--- config.mk ---
export PLATFORM = sky130hd
export DESIGN_NAME = pfsb_ctrl
export DESIGN_NICKNAME = d
export VERILOG_FILES = /design/src/hdl/pfsb_pkg.sv /design/src/hdl/pfsb_ctrl.sv
export SDC_FILE = /design/constraint.sdc
export NUM_CORES = 1
export LEC_CHECK = 0
export BUFFER_PORTS_ARGS = -buffer_cell sky130_fd_sc_hd__buf_2
export CAP_MARGIN = 30
export CORE_AREA = 3 3 40 42
export CTS_CLUSTER_SIZE = 8
export DETAILED_ROUTE_END_ITERATION = 6
export DIE_AREA = 0 0 43 45
export PLACE_DENSITY = 0.38
export SETUP_SLACK_MARGIN = 0.3
export SLEW_MARGIN = 25
export SYNTH_ARGS = -nofsm -noshare
export SYNTH_HDL_FRONTEND = slang
export SYNTH_SLANG_ARGS = --single-unit
--- constraint.sdc ---
create_clock -name clk_i -period 2.4 [get_ports clk_i]
set_input_delay 0 -clock clk_i [delete_from_list [all_inputs] [get_ports clk_i]]
set_output_delay 0 -clock clk_i [all_outputs]
set_load 0.02 [all_outputs]
--- src/hdl/pfsb_pkg.sv ---
// Package for the prefetch FIFO with skid buffer.
// Sizes, beat layouts and the controller/datapath command and status types.
// No dependencies.
package pfsb_pkg;

  localparam int unsigned ADDR_BITS  = 10;
  localparam int unsigned DATA_WIDTH = 16;
  localparam int unsigned DEPTH      = 1 << ADDR_BITS;
  localparam int unsigned CNT_W      = ADDR_BITS + 1;

  // input beat: write_request, write_word, consumer_ready, flush
  localparam int unsigned IN_BITS  = 1 + DATA_WIDTH + 1 + 1;
  localparam int unsigned IN_W     = ((IN_BITS + 7) / 8) * 8;
  // result beat: head_word, head_valid, is_full, is_empty, occupancy, write_accepted
  localparam int unsigned OUT_BITS = DATA_WIDTH + 1 + 1 + 1 + CNT_W + 1;
  localparam int unsigned OUT_W    = ((OUT_BITS + 7) / 8) * 8;

  typedef logic [ADDR_BITS-1:0]  addr_t;
  typedef logic [CNT_W-1:0]      cnt_t;
  typedef logic [DATA_WIDTH-1:0] data_t;

  typedef enum logic [1:0] {
    ST_IDLE = 2'b01,
    ST_HOLD = 2'b10
  } ctrl_state_e;

  // commands from controller to datapath
  typedef struct packed {
    logic step;   // beat accepted: evaluate one tick
    logic push;   // store write word
    logic rd;     // read ahead at read position
    logic flush;  // empty FIFO and output path
    logic ready;  // consumer takes head word
  } pfsb_cmd_t;

  // status from datapath to controller
  typedef struct packed {
    logic full;
    logic empty;
    logic skid_held;
    logic pending;
  } pfsb_status_t;

endpackage

--- src/hdl/pfsb_ctrl.sv ---
// Controller of the prefetch FIFO: beat handshake state machine and tick decisions.
// Depends on pfsb_pkg.
module pfsb_ctrl import pfsb_pkg::*; (
  input  logic         clk_i,
  input  logic         rst_ni,
  input  logic         in_valid_i,
  output logic         in_ready_o,
  input  logic         wreq_i,
  input  logic         consumer_ready_i,
  input  logic         flush_i,
  output logic         out_valid_o,
  input  logic         out_ready_i,
  input  pfsb_status_t status_i,
  output pfsb_cmd_t    cmd_o
);

  ctrl_state_e state_q, state_d;
  logic        accept;

  assign in_ready_o  = (state_q == ST_IDLE) || out_ready_i;
  assign out_valid_o = (state_q == ST_HOLD);
  assign accept      = in_valid_i && in_ready_o;

  always_comb begin
    state_d = state_q;
    case (state_q)
      ST_IDLE: begin
        if (accept) state_d = ST_HOLD;
      end
      ST_HOLD: begin
        if (accept)           state_d = ST_HOLD;
        else if (out_ready_i) state_d = ST_IDLE;
      end
      default: state_d = ST_IDLE;
    endcase
  end

  always_ff @(posedge clk_i or negedge rst_ni) begin
    if (!rst_ni) state_q <= ST_IDLE;
    else         state_q <= state_d;
  end

  always_comb begin
    cmd_o.step  = accept;
    cmd_o.flush = flush_i;
    cmd_o.ready = consumer_ready_i;
    cmd_o.push  = wreq_i && !status_i.full && !flush_i;
    // read ahead while output path has room
    if (status_i.empty || flush_i) cmd_o.rd = 1'b0;
    else if (consumer_ready_i)     cmd_o.rd = !(status_i.skid_held && status_i.pending);
    else                           cmd_o.rd = !status_i.skid_held && !status_i.pending;
  end

endmodule

==> reports/results.ini <==
[status]
status = completed

[sta]
rsz0062_at_grt = false
drv_slew = 0
min_period_ns = 1.27
period_share_pct = 53.1
slew_headroom_pct = 83.0
fin_setup_tns_ns = 0
skew_ns = 0.00502
fmax_ghz = 0.785
holdWs_ns = 0.0842
hold_viol_final = 0
setup_viol = 0
tightest_slew_ns = 0.254

[clock_network]
cts_hold_buf = 1
cts.sinks = 2
post_cts_buffers = 0
cts_buffers = 3
cts_root_buffer = clkbuf_4
htreeDepth = 1
cts_resized = 0
clk_latency_ns = 0.23
cts_tree = yes
clock_path_buffers = 2
path_clk_slew_ns = 0.03

[routing]
ant_nets = 0
first_pass_iters = 2
drt-initial-drc-count = 1
via_per_inst = 3.79
drc = 0
wire_per_inst_um = 8.33
drt_wl_total_um = 483
via_count = 220

[global_route]
first_global_vias = 186
grt_pass1_wl_um = 703
use_met2_pct = 6.59
gr-usage-met3_pct = 3.59
busiest_layer = met2
gr-usage-met1_pct = 5.53
antenna_found_initial = 0
grt_max_degree = 5
grt_overflow = 0
grt_usage_pct = 5.24

[placed_design]
gp_congestion = 0.615
post-dp-hpwl_um = 399
portBuffers = 17
placed_area_um2 = 270

[synth]
syn_inst = 24
yosysTopAreaCell = dfstp_2
syn-num-nets = 37
yosysWarnings = 0
ys_ff_latch = 2
netlist_area_um2 = 189
synth_area_leaders = dfstp_2, dfrtp_1, ha_1, buf_4, inv_1
synthDistinctLibCells = 14
synth_area_per_cell_um2 = 7.87
yosys.area.top_type_share_pct = 13.9
yosysSeqAreaShare_pct = 27.2

[critical_path]
crit_fanout = 4
cp.required_ns = 2.40
critPathLaunchType = register
cp.arrival_ns = 1.27
crit_path_end_kind = output pin
critical_path_class = reg2out

[worst_hold_path]
min_path_type = in2async

[floorplanning]
coreArea_um2 = 1280
die_h_um = 45
rows = 13
die_x_um = 43
pin_count = 18
die_area_um2 = 1940
start_util_pct = 14.7

[finish]
diodes = 0
largest_register = state_q
final_common_cell = buf_2
final_area_um2 = 307
largest_reg_flops = 2
area_growth_pct = 62.3
reg_top3 = state_q x2
fin_nets = 57
drive_above_1_share_pct = 53.5
layout_common_cells = buf_2, inv_1, a21oi_1, clkbuf_4

[power]
max-vdd-ir-drop_mv = 0.312
power_density_nw_per_um2 = 924
leakagePower_nw = 0.171
finalPower_w = 0.000283

[run]
cap_viol_max_count = 0

[synthesized netlist by cell type]
cell     number
a21oi_1       3
a22oi_1       1
buf_4         3
dfrtp_1       1
dfstp_2       1
ha_1          2
inv_1         5
nand2_1       1
nor2_1        2
nor2_2        1
nor3_1        1
nor3b_1       1
o22a_2        1
o32ai_1       1
[cell type report]
| class | count | area (um2) |
|---|---|---|
| Clock buffer | 4 | 26.3 |
| Fill cell | 151 | 978 |
| Inverter | 5 | 18.8 |
| Multi-Input combinational cell | 14 | 96.3 |
| Sequential cell | 2 | 51.3 |
| Tap cell | 15 | 18.8 |
| Timing Repair Buffer | 18 | 95.1 |
[metrics by stage]
| step | worst slack (ns) | instances | utilization [%] |
|---|---|---|---|
| after global routing | 1.01 | 58 | 23.9 |
| after floorplan | 1.15 | 24 | - |
| after detailed placement | 1.13 | 53 | 21.0 |
| after CTS | 1.10 | 58 | 23.9 |
| final | 1.13 | 58 | 23.9 |
| after global placement | 1.15 | 53 | 21.0 |
[cells by family after synthesis]
group / count (synthesis) / share of synthesized area [%]
AND/OR/NAND/NOR: 6 / 15.9
buffers and inverters: 8 / 21.9
flip-flops: 2 / 27.2
adder cells (fa/ha/maj): 2 / 13.2
AO/OA/AOI/OAI: 6 / 21.9
[path summary, 6_finish.rpt]
check / start / to / slack [ns] / depth (start not counted)
worst min-delay path: rst_ni / state_q[1]$_DFFE_PN0P_ / 0.08 / 2
worst min register to register: state_q[0]$_DFFE_PN1P_ / state_q[0]$_DFFE_PN1P_ / 0.55 / 1
worst max register to register: state_q[0]$_DFFE_PN1P_ / state_q[1]$_DFFE_PN0P_ / 1.15 / 3
min in group clk_i: in_valid_i / state_q[1]$_DFFE_PN0P_ / 0.13 / 3
max in group asynchronous: rst_ni / state_q[0]$_DFFE_PN1P_ / 2.12 / 2
worst max-delay path: state_q[0]$_DFFE_PN1P_ / cmd_o[4] / 1.13 / 4
[where the power goes]
part           switching (W)  internal, W
clock              0.0000208    0.0000619
sequential        0.00000881    0.0000544
combinational      0.0000773    0.0000600
total               0.000107     0.000176
[critical path, stage by stage, from the launching register on]
cell and delay (ns):
dfstp_2 0.53, ha_1 0.21, nor2_2 0.07, nor2_1 0.07
buf_2 0.16
[metal layers]
layer / share of wire [%] / wire length (um) / vias to the layer above
li1: - / - / 115
met1: 39 / 189 / 88
met2: 37 / 179 / 17
met3: 24 / 114 / 0
met4: 0 / 0 / 0
met5: 0 / 0 / -
No activity file was read; power rests on OpenSTA's default activity.
